===== src/pst_pkg.sv =====
// Package for the parabolic stop-and-reverse tracker.
// Holds the price and factor widths, the payload and configuration types,
// the phase encoding and the register map. Depends on nothing.
`default_nettype none

package pst_pkg;

    localparam int PRICE_BITS = 32;
    localparam int FRAC_BITS  = 16;
    localparam int PROD_BITS  = PRICE_BITS + FRAC_BITS;

    localparam int DATA_BITS    = 32;
    localparam int ADDR_BITS    = 3;
    localparam int REG_IDX_LSB  = 2;

    localparam logic [PRICE_BITS-1:0] PRICE_MAX      = '1;
    localparam logic [FRAC_BITS-1:0]  AF_STEP_RESET  = FRAC_BITS'(1311);
    localparam logic [FRAC_BITS-1:0]  AF_LIMIT_RESET = FRAC_BITS'(13107);

    typedef enum logic
    {
        REG_AF_STEP  = 1'b0,
        REG_AF_LIMIT = 1'b1
    } reg_index_t;

    typedef enum logic [1:0]
    {
        PHASE_FIRST = 2'd0,
        PHASE_SCAN  = 2'd1,
        PHASE_TREND = 2'd2
    } phase_t;

    typedef struct packed
    {
        logic [FRAC_BITS-1:0] af_step;
        logic [FRAC_BITS-1:0] af_limit;
    } cfg_t;

    typedef struct packed
    {
        logic [PRICE_BITS-1:0] bar_high;
        logic [PRICE_BITS-1:0] bar_low;
        logic                  restart;
    } bar_t;

    typedef struct packed
    {
        logic [PRICE_BITS-1:0] sar_level;
        logic                  level_valid;
        logic                  going_long;
    } level_t;

endpackage

`default_nettype wire


===== src/pst_bar_if.sv =====
// Input channel carrying one price bar per transfer.
// Depends on pst_pkg for the price width.
`default_nettype none

interface pst_bar_if;
    import pst_pkg::*;

    logic                  valid;
    logic                  ready;
    logic [PRICE_BITS-1:0] bar_high;
    logic [PRICE_BITS-1:0] bar_low;
    logic                  restart;

    modport source (output valid, output bar_high, output bar_low, output restart,
                    input ready);
    modport sink (input valid, input bar_high, input bar_low, input restart,
                  output ready);
endinterface

`default_nettype wire


===== src/pst_level_if.sv =====
// Output channel carrying one stop-and-reverse result per transfer.
// Depends on pst_pkg for the price width.
`default_nettype none

interface pst_level_if;
    import pst_pkg::*;

    logic                  valid;
    logic                  ready;
    logic [PRICE_BITS-1:0] sar_level;
    logic                  level_valid;
    logic                  going_long;

    modport source (output valid, output sar_level, output level_valid,
                    output going_long, input ready);
    modport sink (input valid, input sar_level, input level_valid,
                  input going_long, output ready);
endinterface

`default_nettype wire


===== src/pst_regs.sv =====
// APB-style configuration registers: acceleration step and limit.
// Depends on pst_pkg for the register map and the configuration type.
`default_nettype none

module pst_regs
(
    input  wire logic                           clk,
    input  wire logic                           rst_n,
    input  wire logic                           psel,
    input  wire logic                           penable,
    input  wire logic                           pwrite,
    input  wire logic [pst_pkg::ADDR_BITS-1:0]  paddr,
    input  wire logic [pst_pkg::DATA_BITS-1:0]  pwdata,
    output logic      [pst_pkg::DATA_BITS-1:0]  prdata,
    output logic                                pready,
    output pst_pkg::cfg_t                       cfg
);
    import pst_pkg::*;

    cfg_t       cfg_reg;
    cfg_t       cfg_next;
    reg_index_t index;
    logic       write_en;

    assign pready   = 1'b1;
    assign index    = reg_index_t'(paddr[REG_IDX_LSB]);
    assign write_en = psel && penable && pwrite;
    assign cfg      = cfg_reg;

    always_comb
    begin
        cfg_next = cfg_reg;
        if (write_en)
        begin
            unique case (index)
                REG_AF_STEP:  cfg_next.af_step  = pwdata[FRAC_BITS-1:0];
                REG_AF_LIMIT: cfg_next.af_limit = pwdata[FRAC_BITS-1:0];
            endcase
        end
    end

    always_comb
    begin
        unique case (index)
            REG_AF_STEP:  prdata = {{(DATA_BITS-FRAC_BITS){1'b0}}, cfg_reg.af_step};
            REG_AF_LIMIT: prdata = {{(DATA_BITS-FRAC_BITS){1'b0}}, cfg_reg.af_limit};
        endcase
    end

    always_ff @(posedge clk or negedge rst_n)
    begin
        if (!rst_n)
        begin
            cfg_reg.af_step  <= AF_STEP_RESET;
            cfg_reg.af_limit <= AF_LIMIT_RESET;
        end
        else
        begin
            cfg_reg <= cfg_next;
        end
    end

endmodule

`default_nettype wire


===== src/pst_core.sv =====
// Tracker state and the combinational update for one bar: scan for direction,
// parabolic step with clamping, and reversal. Depends on pst_pkg.
`default_nettype none

module pst_core
(
    input  wire logic   clk,
    input  wire logic   rst_n,
    input  wire pst_pkg::cfg_t   cfg,
    input  wire logic   fire,
    input  wire pst_pkg::bar_t   item,
    output pst_pkg::level_t result
);
    import pst_pkg::*;

    phase_t                phase_reg, phase_next, e_phase;
    logic                  trend_reg, trend_next, e_trend;
    logic [FRAC_BITS-1:0]  accel_reg, accel_next, e_accel;
    logic [PRICE_BITS-1:0] ep_reg, ep_next, e_ep;
    logic [PRICE_BITS-1:0] th_reg, th_next, e_th;
    logic [PRICE_BITS-1:0] tl_reg, tl_next, e_tl;
    logic [PRICE_BITS-1:0] prior_reg, prior_next, e_prior;
    logic [PRICE_BITS-1:0] ph0_reg, ph0_next, e_ph0;
    logic [PRICE_BITS-1:0] ph1_reg, ph1_next, e_ph1;
    logic [PRICE_BITS-1:0] pl0_reg, pl0_next, e_pl0;
    logic [PRICE_BITS-1:0] pl1_reg, pl1_next, e_pl1;

    logic [PRICE_BITS-1:0] hi, lo;
    logic                  dir_up, dir_dn;
    logic                  ep_ge;
    logic [PRICE_BITS-1:0] span;
    logic [PROD_BITS-1:0]  prod;
    logic [PRICE_BITS-1:0] quot;
    logic                  ceil_bit;
    logic [PRICE_BITS-1:0] sar_raw;
    logic [PRICE_BITS-1:0] clamp_a, clamp_b;
    logic                  new_ext;
    logic [FRAC_BITS:0]    accel_sum;
    logic                  grow;
    logic                  reversal;
    logic [PRICE_BITS-1:0] lvl;
    logic                  lvl_valid;

    assign hi = item.bar_high;
    assign lo = item.bar_low;

    // A restart bar sees the state as it stands after reset.
    always_comb
    begin
        if (item.restart)
        begin
            e_phase = PHASE_FIRST;
            e_trend = 1'b1;
            e_accel = '0;
            e_ep    = '0;
            e_th    = '0;
            e_tl    = PRICE_MAX;
            e_prior = '0;
            e_ph0   = '0;
            e_ph1   = '0;
            e_pl0   = '0;
            e_pl1   = '0;
        end
        else
        begin
            e_phase = phase_reg;
            e_trend = trend_reg;
            e_accel = accel_reg;
            e_ep    = ep_reg;
            e_th    = th_reg;
            e_tl    = tl_reg;
            e_prior = prior_reg;
            e_ph0   = ph0_reg;
            e_ph1   = ph1_reg;
            e_pl0   = pl0_reg;
            e_pl1   = pl1_reg;
        end
    end

    assign dir_up = (hi > e_ph0) && (lo > e_pl0);
    assign dir_dn = (hi < e_ph0) && (lo < e_pl0);

    always_comb
    begin
        unique case (e_phase)
            PHASE_FIRST: phase_next = PHASE_SCAN;
            PHASE_SCAN:  phase_next = (dir_up || dir_dn) ? PHASE_TREND : PHASE_SCAN;
            PHASE_TREND: phase_next = PHASE_TREND;
            default:     phase_next = PHASE_FIRST;
        endcase
    end

    // Parabolic step: the level moves toward the extreme point by accel.
    assign ep_ge    = e_ep >= e_prior;
    assign span     = ep_ge ? (e_ep - e_prior) : (e_prior - e_ep);
    assign prod     = {{FRAC_BITS{1'b0}}, span} * {{PRICE_BITS{1'b0}}, e_accel};
    assign quot     = prod[PROD_BITS-1:FRAC_BITS];
    assign ceil_bit = |prod[FRAC_BITS-1:0];
    assign sar_raw  = ep_ge ? (e_prior + quot)
                            : (e_prior - quot - {{(PRICE_BITS-1){1'b0}}, ceil_bit});

    always_comb
    begin
        if (e_trend)
        begin
            clamp_a = (sar_raw > e_pl0) ? e_pl0 : sar_raw;
            clamp_b = (clamp_a > e_pl1) ? e_pl1 : clamp_a;
            new_ext = e_ep < hi;
            reversal = (lo < e_prior) || (clamp_b > lo);
        end
        else
        begin
            clamp_a = (sar_raw < e_ph0) ? e_ph0 : sar_raw;
            clamp_b = (clamp_a < e_ph1) ? e_ph1 : clamp_a;
            new_ext = e_ep > lo;
            reversal = (hi > e_prior) || (clamp_b < hi);
        end
    end

    assign accel_sum = {1'b0, e_accel} + {1'b0, cfg.af_step};
    assign grow      = new_ext && (accel_sum <= {1'b0, cfg.af_limit});

    always_comb
    begin
        trend_next = e_trend;
        accel_next = e_accel;
        ep_next    = e_ep;
        th_next    = e_th;
        tl_next    = e_tl;
        prior_next = e_prior;
        lvl        = '0;
        lvl_valid  = 1'b0;
        unique case (e_phase)
            PHASE_FIRST:
            begin
                lvl_valid = 1'b0;
            end
            PHASE_SCAN:
            begin
                tl_next = (lo < e_tl) ? lo : e_tl;
                th_next = (hi > e_th) ? hi : e_th;
                if (dir_up)
                begin
                    trend_next = 1'b1;
                    lvl        = e_pl0;
                    ep_next    = hi;
                end
                else if (dir_dn)
                begin
                    trend_next = 1'b0;
                    lvl        = e_ph0;
                    ep_next    = lo;
                end
                if (dir_up || dir_dn)
                begin
                    accel_next = cfg.af_step;
                    prior_next = lvl;
                    lvl_valid  = 1'b1;
                end
            end
            PHASE_TREND:
            begin
                if (reversal)
                begin
                    accel_next = cfg.af_step;
                    trend_next = !e_trend;
                    if (e_trend)
                    begin
                        ep_next = lo;
                        tl_next = lo;
                        lvl     = e_th;
                    end
                    else
                    begin
                        ep_next = hi;
                        th_next = hi;
                        lvl     = e_tl;
                    end
                end
                else
                begin
                    lvl = clamp_b;
                    if (grow)
                    begin
                        accel_next = accel_sum[FRAC_BITS-1:0];
                    end
                    if (new_ext)
                    begin
                        if (e_trend)
                        begin
                            th_next = hi;
                            ep_next = hi;
                        end
                        else
                        begin
                            tl_next = lo;
                            ep_next = lo;
                        end
                    end
                end
                prior_next = lvl;
                lvl_valid  = 1'b1;
            end
            default:
            begin
                lvl_valid = 1'b0;
            end
        endcase
    end

    assign ph1_next = e_ph0;
    assign pl1_next = e_pl0;
    assign ph0_next = hi;
    assign pl0_next = lo;

    assign result.sar_level   = lvl;
    assign result.level_valid = lvl_valid;
    assign result.going_long  = trend_next;

    always_ff @(posedge clk or negedge rst_n)
    begin
        if (!rst_n)
        begin
            phase_reg <= PHASE_FIRST;
            trend_reg <= 1'b1;
            accel_reg <= '0;
            ep_reg    <= '0;
            th_reg    <= '0;
            tl_reg    <= PRICE_MAX;
            prior_reg <= '0;
            ph0_reg   <= '0;
            ph1_reg   <= '0;
            pl0_reg   <= '0;
            pl1_reg   <= '0;
        end
        else if (fire)
        begin
            phase_reg <= phase_next;
            trend_reg <= trend_next;
            accel_reg <= accel_next;
            ep_reg    <= ep_next;
            th_reg    <= th_next;
            tl_reg    <= tl_next;
            prior_reg <= prior_next;
            ph0_reg   <= ph0_next;
            ph1_reg   <= ph1_next;
            pl0_reg   <= pl0_next;
            pl1_reg   <= pl1_next;
        end
    end

endmodule

`default_nettype wire


===== src/parabolic_sar_tracker_top.sv =====
// Top level of the parabolic stop-and-reverse tracker: input register,
// tracker core, result register and configuration port.
// Depends on pst_pkg, pst_bar_if, pst_level_if, pst_regs and pst_core.
//
// Price bars arrive oldest first on the bar channel, one per transfer, and
// each bar gives exactly one result on the level channel: the bar's
// stop-and-reverse level, whether a direction has been established, and
// the trend after the bar. A bar with restart set begins a new series.
// A bar is taken into the input register on its transfer, runs through the
// core once the result register is free and lands in the result register,
// where its result is offered. The block takes one bar every cycle while
// the receiver keeps up; the figure is set by the core's combinational state
// update, with one 32 by 16 multiply and the clamp and reversal compares.
// When the receiver stalls, the waiting result holds and one more bar is
// still taken into the input register before ready drops.
// Reset clears the tracker state and both pipeline stages and loads the
// step and limit registers with their defaults. The user must write step
// and limit over APB only while no bar is in flight; the block does not enforce it.
`default_nettype none

module parabolic_sar_tracker_top
(
    input  wire logic                          clk,
    input  wire logic                          rst_n,
    pst_bar_if.sink                            bar,
    pst_level_if.source                        level,
    input  wire logic                          psel,
    input  wire logic                          penable,
    input  wire logic                          pwrite,
    input  wire logic [pst_pkg::ADDR_BITS-1:0] paddr,
    input  wire logic [pst_pkg::DATA_BITS-1:0] pwdata,
    output logic      [pst_pkg::DATA_BITS-1:0] prdata,
    output logic                               pready
);
    import pst_pkg::*;

    cfg_t   cfg;
    logic   s1_valid_reg;
    bar_t   s1_item_reg;
    logic   out_valid_reg;
    level_t out_reg;
    level_t result;
    logic   out_free;
    logic   fire;
    logic   bar_take;

    assign out_free  = !out_valid_reg || level.ready;
    assign fire      = s1_valid_reg && out_free;
    assign bar.ready = !s1_valid_reg || fire;
    assign bar_take  = bar.valid && bar.ready;

    pst_regs u_regs
    (
        .clk     (clk),
        .rst_n   (rst_n),
        .psel    (psel),
        .penable (penable),
        .pwrite  (pwrite),
        .paddr   (paddr),
        .pwdata  (pwdata),
        .prdata  (prdata),
        .pready  (pready),
        .cfg     (cfg)
    );

    pst_core u_core
    (
        .clk    (clk),
        .rst_n  (rst_n),
        .cfg    (cfg),
        .fire   (fire),
        .item   (s1_item_reg),
        .result (result)
    );

    always_ff @(posedge clk or negedge rst_n)
    begin
        if (!rst_n)
        begin
            s1_valid_reg <= 1'b0;
        end
        else if (bar_take)
        begin
            s1_valid_reg <= 1'b1;
        end
        else if (fire)
        begin
            s1_valid_reg <= 1'b0;
        end
    end

    always_ff @(posedge clk)
    begin
        if (bar_take)
        begin
            s1_item_reg.bar_high <= bar.bar_high;
            s1_item_reg.bar_low  <= bar.bar_low;
            s1_item_reg.restart  <= bar.restart;
        end
    end

    always_ff @(posedge clk or negedge rst_n)
    begin
        if (!rst_n)
        begin
            out_valid_reg <= 1'b0;
        end
        else if (fire)
        begin
            out_valid_reg <= 1'b1;
        end
        else if (level.ready)
        begin
            out_valid_reg <= 1'b0;
        end
    end

    always_ff @(posedge clk)
    begin
        if (fire)
        begin
            out_reg <= result;
        end
    end

    assign level.valid       = out_valid_reg;
    assign level.sar_level   = out_reg.sar_level;
    assign level.level_valid = out_reg.level_valid;
    assign level.going_long  = out_reg.going_long;

    // A bar waiting in the input register moves on whenever the result slot frees.
    a_fire_fills_output: assert property (@(posedge clk) disable iff (!rst_n)
        s1_valid_reg && out_free |=> out_valid_reg)
        else $error("input bar did not reach the result register");

    // A restart bar is the first of its series and never carries a level.
    a_restart_no_level: assert property (@(posedge clk) disable iff (!rst_n)
        fire && s1_item_reg.restart |=> !out_reg.level_valid)
        else $error("restart bar produced a valid level");

    // A result only appears after a bar was processed.
    a_no_invented_result: assert property (@(posedge clk) disable iff (!rst_n)
        $rose(out_valid_reg) |-> $past(s1_valid_reg))
        else $error("result appeared without a bar");

endmodule

`default_nettype wire

===== src/flat_wrapper.sv =====
// flat-port wrapper written by rule: the top's interface ports become plain ports
module parabolic_sar_tracker_top_flat import pst_pkg::*;
  (clk, rst_n, psel, penable, pwrite, paddr, pwdata, prdata, pready, bar_valid, bar_bar_high, bar_bar_low, bar_restart, bar_ready, level_valid, level_sar_level, level_level_valid, level_going_long, level_ready);
  pst_bar_if bar_i ();
  pst_level_if level_i ();
  input  wire logic clk;
  input  wire logic rst_n;
  input  wire logic psel;
  input  wire logic penable;
  input  wire logic pwrite;
  input  wire logic [pst_pkg::ADDR_BITS-1:0] paddr;
  input  wire logic [pst_pkg::DATA_BITS-1:0] pwdata;
  output logic      [pst_pkg::DATA_BITS-1:0] prdata;
  output logic pready;
  input wire logic [$bits(bar_i.valid)-1:0] bar_valid;
  input wire logic [$bits(bar_i.bar_high)-1:0] bar_bar_high;
  input wire logic [$bits(bar_i.bar_low)-1:0] bar_bar_low;
  input wire logic [$bits(bar_i.restart)-1:0] bar_restart;
  output wire logic [$bits(bar_i.ready)-1:0] bar_ready;
  output wire logic [$bits(level_i.valid)-1:0] level_valid;
  output wire logic [$bits(level_i.sar_level)-1:0] level_sar_level;
  output wire logic [$bits(level_i.level_valid)-1:0] level_level_valid;
  output wire logic [$bits(level_i.going_long)-1:0] level_going_long;
  input wire logic [$bits(level_i.ready)-1:0] level_ready;
  assign bar_i.valid = bar_valid;
  assign bar_i.bar_high = bar_bar_high;
  assign bar_i.bar_low = bar_bar_low;
  assign bar_i.restart = bar_restart;
  assign bar_ready = bar_i.ready;
  assign level_valid = level_i.valid;
  assign level_sar_level = level_i.sar_level;
  assign level_level_valid = level_i.level_valid;
  assign level_going_long = level_i.going_long;
  assign level_i.ready = level_ready;
  parabolic_sar_tracker_top u_core (.clk(clk), .rst_n(rst_n), .bar(bar_i), .level(level_i), .psel(psel), .penable(penable), .pwrite(pwrite), .paddr(paddr), .pwdata(pwdata), .prdata(prdata), .pready(pready));
endmodule

===== config.mk =====
export PLATFORM = sky130hd
export DESIGN_NAME = parabolic_sar_tracker_top_flat
export DESIGN_NICKNAME = d
export VERILOG_FILES = /design/src/pst_pkg.sv /design/src/pst_bar_if.sv /design/src/pst_level_if.sv /design/src/pst_regs.sv /design/src/pst_core.sv /design/src/parabolic_sar_tracker_top.sv /design/src/flat_wrapper.sv
export SDC_FILE = /design/constraint.sdc
export NUM_CORES = 2
export LEC_CHECK = 0
export BUFFER_PORTS_ARGS = -buffer_cell sky130_fd_sc_hd__buf_2
export CAP_MARGIN = 15
export CELL_PAD_IN_SITES_DETAIL_PLACEMENT = 0
export CELL_PAD_IN_SITES_GLOBAL_PLACEMENT = 1
export CORE_MARGIN = 2
export CORE_UTILIZATION = 50
export DETAILED_ROUTE_END_ITERATION = 8
export GPL_TIMING_DRIVEN = 0
export HOLD_SLACK_MARGIN = 0.03
export PLACE_DENSITY_LB_ADDON = 0.1
export SETUP_SLACK_MARGIN = 0.3
export SLEW_MARGIN = 20
export SYNTH_ARGS = -nofsm -noshare
export SYNTH_HDL_FRONTEND = slang
export SYNTH_SLANG_ARGS = --single-unit

===== constraint.sdc =====
create_clock -name clk -period 29.6 [get_ports clk]
set_input_delay 4.44 -clock clk [delete_from_list [all_inputs] [get_ports clk]]
set_output_delay 4.44 -clock clk [all_outputs]
set_load 0.005 [all_outputs]

Word-level counts from Yosys, hierarchy flattened
Cells that the tools add are included.
{"block": "op_classes", "addsub": 6, "mul": 1, "order_cmp": 18, "n_eq_ne": 2, "n_mux": 63, "bitwise_logic": 1, "reduce_logical": 21}
{"op": "32-bit 2-to-1 mux", "count": 36}
{"op": "32-bit one-hot mux with 2 select lines", "count": 6}
{"op": "32-bit > comparator", "count": 8}
{"op": "32-bit < comparator", "count": 8}
{"op": "32-bit subtractor", "count": 3}
{"op": "16-bit 2-to-1 mux", "count": 4}
{"op": "32-bit by 16-bit multiplier with 48-bit output", "count": 1}
{"op": "32-bit adder", "count": 1}
{"op": "32-bit >= comparator", "count": 1}
{"op": "16-bit one-hot mux with 2 select lines", "count": 1}
{"op": "32-bit by 1-bit subtractor with 32-bit output", "count": 1}
{"op": "16-bit by 16-bit adder with 17-bit output", "count": 1}
{"op": "17-bit by 16-bit <= comparator with 1-bit output", "count": 1}
{"op": "16-bit OR reduction", "count": 1}
{"op": "1-bit 2-to-1 mux", "count": 11}
{"op": "1-bit logical AND", "count": 7}
{"op": "2-bit one-hot mux with 3 select lines", "count": 1}
{"op": "1-bit logical OR", "count": 5}
{"op": "2-bit 2-to-1 mux", "count": 2}
{"op": "1-bit one-hot mux with 2 select lines", "count": 2}
{"op": "2-bit AND reduction", "count": 2}
{"op": "2-bit nonzero test", "count": 2}
{"op": "1-bit logical NOT", "count": 3}
{"op": "2-bit by 1-bit == test with 1-bit output, second input constant", "count": 1}
{"op": "other kinds (3)", "count": 3}
{"block": "totals", "register_bits": 408, "input_bits": 107}

Depth between registers and ports, before layout
{"block": "logic_depth", "depth_word": 16, "mapped_depth": 103, "depth_no_buf": 84}

Cells and area by module
Synthesis repeated with hierarchy kept, for this count alone.
{"block": "hier_totals", "hier_cells": 6936, "hier_area_um2": 58043.2}
{"module": "pst_core", "instances": 1, "cells_per_inst": 6724, "area_each_um2": 53349.9, "seq_area_each_um2": 6922.9}
{"module": "parabolic_sar_tracker_top", "instances": 1, "cells_per_inst": 107, "area_each_um2": 3076.7, "seq_area_each_um2": 3022.9}
{"module": "pst_regs", "instances": 1, "cells_per_inst": 105, "area_each_um2": 1616.6, "seq_area_each_um2": 819.5}

Worst setup path before layout
OpenSTA, ideal clock, no wires.
{"block": "synth_timing", "path_type": "register -> register", "startpoint": "register u_core.s1_item_reg[0] (netlist name)", "endpoint": "register u_core.out_reg, in the netlist u_core.level.sar_level[22] (data pin)", "setup_ns": 0.255, "arrival_time_ns": 21.449, "required_ns": 29.345, "setup_slack_ns": 7.896, "stages_incl_launch_ff": 97, "synth_period_minus_slack_ns": 21.704, "cell_sequence": "edfxtp_1 clkbuf_1 clkinv_1 clkbuf_1 clkbuf_1 clkbuf_1 buf_1 buf_1 nand2_1 ha_1 and2_1 a221o_1 a221oi_4 o211ai_4 a21oi_4 buf_4 buf_4 buf_4 [61 not listed] clkbuf_1 clkbuf_1 buf_1 buf_1 o21a_1 ha_1 a2111oi_0 o21ai_0 a221oi_1 o31ai_1 a211oi_1 o21a_1 nor2_1 nor3_1 clkbuf_1 buf_2 nand3_1 and3_1"}
{"item": "from (decl)", "line": "parabolic_sar_tracker_top.sv:39", "source": "bar_t s1_item_reg;"}
{"item": "to (signal assigned)", "line": "parabolic_sar_tracker_top.sv:122", "source": "out_reg <= result;"}
{"item": "to (decl)", "line": "parabolic_sar_tracker_top.sv:41", "source": "level_t out_reg;"}

==> impl_metrics.json <==
{
  "status": "finished, final reports clean",
  "path_common_cell": "inv_1",
  "slew_violations": 0,
  "yosysUniqueCellTypes": 108,
  "overflow": 0,
  "layout_setup_ws_ns": 0.223,
  "hp-class": "reg2reg",
  "synthMuxAreaShare_pct": 4.01,
  "htree_levels": 2,
  "drt_iter0_markers": 6722,
  "synth_fa_ha_area_share_pct": 30.2,
  "die_area_um2": 121000,
  "start_kind": "flop",
  "synth_seq_area_share_pct": 18.2,
  "clk_latency_ns": 0.72,
  "cts_hold_buf": 0,
  "floorplan.initialDensity_pct": 50.2,
  "async_reset_ff_share_pct": 75.7,
  "rsz0062_at_grt": "true",
  "synth_area_per_cell_um2": 8.23,
  "cts.path.max_buffers": 3,
  "area_growth_pct": 9.79,
  "final_common_cell": "nand2_1",
  "crit_family": "compound AO/OA/AOI/OAI gates",
  "cts_inserted_buffers": 55,
  "placed_area_um2": 62100,
  "drt_wl_total_mm": 292,
  "synthSimpleGateAreaFrac_pct": 15.6,
  "critPathRequiredTime_ns": 30.07,
  "finalHoldViolations": 0,
  "nNetsFinal": 8689,
  "crit_arrival_ns": 29.84,
  "ys_top_cells_by_area": "ha_1, fa_1, dfrtp_1, nand2_1, inv_1",
  "cts.clk_slew.worst_paths_ns": 0.06,
  "rr_endpoint": "u_core.level.sar_level[21]",
  "vias": 59500,
  "drt-vias-per-instance": 6.61,
  "maxCapViolCount": 0,
  "grt_util_met1_pct": 52.5,
  "hold-path-cell-count": 2,
  "cpMaxStageDelayCell": "a2111oi_0",
  "io_pins": 176,
  "netlist_instances": 7175,
  "globalplace.congestion": 1.10,
  "synth_top_family_by_area": "adder cells",
  "ant_nets": 0,
  "grt.busiest_layer": "met2",
  "routedWlPerCell_um": 32.4,
  "die_y_um": 348,
  "end_kind": "flop",
  "cts_tree": "done",
  "r2r_start": "u_core.s1_item_reg[0]",
  "grt_pass1_wl_mm": 411,
  "hpwl_mm": 238,
  "grt_pass1_vias": 59500,
  "cts-root-buf": "clkbuf_16",
  "first_pass_iters": 8,
  "grt_max_degree": 85,
  "hp-start": "u_core.u_core.ph1_reg[6]",
  "core_area_um2": 118000,
  "rows": 126,
  "worstHoldEndpoint": "u_core.u_core.ph1_reg[6]",
  "largest_reg_flops": 65,
  "ys.flop_type": "dfrtp_1",
  "post-place-ws_ns": -6.93,
  "gr-usage-met3_pct": 13.3,
  "synth_compound_area_share_pct": 21.7,
  "timing.hold.ws_ns": 0.477,
  "syn-cell-area_um2": 59000,
  "port_buffers": 139,
  "slew_headroom_pct": 9.69,
  "post-route-period-util_pct": 99.2,
  "worstMarginPinSlew_ns": 1.35,
  "r2r_cells": 91,
  "yosys_warnings": 0,
  "cp_max_fo": 10,
  "period_needed_ns": 29.38,
  "synthXorXnorAreaFrac_pct": 2.27,
  "yosysTopAreaCell": "ha_1",
  "drive_above_1_share_pct": 8.98,
  "r2r_slack_ns": 0.22,
  "route.detailed.drc": 0,
  "stdcell_area_um2": 64800,
  "fin_skew_ns": 0.0264,
  "max_freq_mhz": 34.0,
  "ys_ff_latch": 408,
  "track_usage_pct": 47.6,
  "crit_buf_inv": 24,
  "use_met2_pct": 74.6,
  "synth-edff-count": 99,
  "finalSetupViolations": 0,
  "critPathKind": "reg2reg",
  "yosys.area.top_type_share_pct": 15.8,
  "cts_sinks": 408,
  "antenna_found_initial": 16,
  "die_w_um": 348,
  "critPathMaxStageDelay_ns": 0.73,
  "most-common-layout-cells": "nand2_1, inv_1, ha_1"
}
timing repair:
action | 4_1_cts | 5_1_grt
resized for setup | 100 | 79
endpoints found under the setup margin | 178 | 178
buffers inserted | 10 | 3
pin swaps | 6 | 2
synth_stat cells (24+ instances only):
master / number
nor2_1: 517
o21a_1: 96
a211oi_1: 72
mux2i_1: 167
edfxtp_1: 99
inv_1: 820
nand2_1: 1005
buf_1: 47
o21ai_0: 457
nand4_1: 89
fa_1: 424
a221oi_1: 65
nand2b_1: 46
a21oi_1: 379
a22oi_1: 40
o21bai_1: 29
o31ai_1: 28
dfrtp_1: 261
and2_1: 57
o22ai_1: 44
dfstp_2: 48
a2bb2oi_1: 32
nor2b_1: 102
nor4_1: 24
clkbuf_1: 244
buf_4: 27
buf_2: 62
nor3_1: 84
ha_1: 745
mux2_2: 59
xor2_1: 43
o211ai_1: 194
nand3_1: 76
a21o_1: 154
xnor2_1: 101
a22o_1: 47
a31oi_1: 55
stage by stage:
stage / std cells / utilization (%) / TNS, ns
final: 9008 / 55.1 / 0
after global routing: 8997 / 55.1 / 0
after CTS: 8991 / 54.8 / 0
after detailed placement: 8877 / 52.8 / -1053.25
after global placement: 8865 / 52.5 / -1471.56
after floorplan: 7190 / - / 0
final cells by class:
| class | instances | area (um2) |
|---|---|---|
| fillers | 11400 | 52800 |
| multi-input cells | 5577 | 44300 |
| flip-flops and latches | 408 | 10800 |
| inverters | 825 | 3100 |
| well taps | 1536 | 1920 |
| plain buffers | 380 | 1770 |
| clock buffers | 70 | 1480 |
| repair buffers | 166 | 1060 |
| clock inverters | 34 | 410 |
| diodes | 12 | 30.0 |
worst max path at each step:
stage / from / endpoint / cells after the start
after CTS: u_core.s1_item_reg[0] / u_core.level.sar_level[31] / 98
final: u_core.s1_item_reg[0] / u_core.level.sar_level[21] / 91
after global placement: u_core.s1_item_reg[0] / u_core.level.sar_level[9] / 96
after detailed placement: u_core.s1_item_reg[0] / u_core.level.sar_level[21] / 89
after global routing: u_core.s1_item_reg[0] / u_core.level.sar_level[31] / 98
after floorplan: u_core.s1_item_reg[0] / u_core.level.sar_level[22] / 96
per-layer routing:
| layer | share of wire (%) | up-vias |
|---|---|---|
| met2 | 44 | 3736 |
| met4 | 11 | 16 |
| met3 | 10 | 1285 |
| met1 | 34 | 29000 |
| met5 | 0.032 | - |
| li1 | - | 25500 |
logic make-up after synthesis:
group / count (synthesis)
simple gates: 2096
compound gates: 1918
buf+inv: 1205
fa+ha+maj: 1169
flops: 408
mux: 228
xor+xnor: 149
other cells: 2
worst min-delay path, delay by kind of cell, from the launching register on:
kind	cells	cell delay, ns
compound gates	1	0.06
flops	1	0.34
simple gates	1	0.05
Power is left out: the tool's default activity adds up to more than one toggle a clock period on the data nets, which glitch-free logic cannot reach.
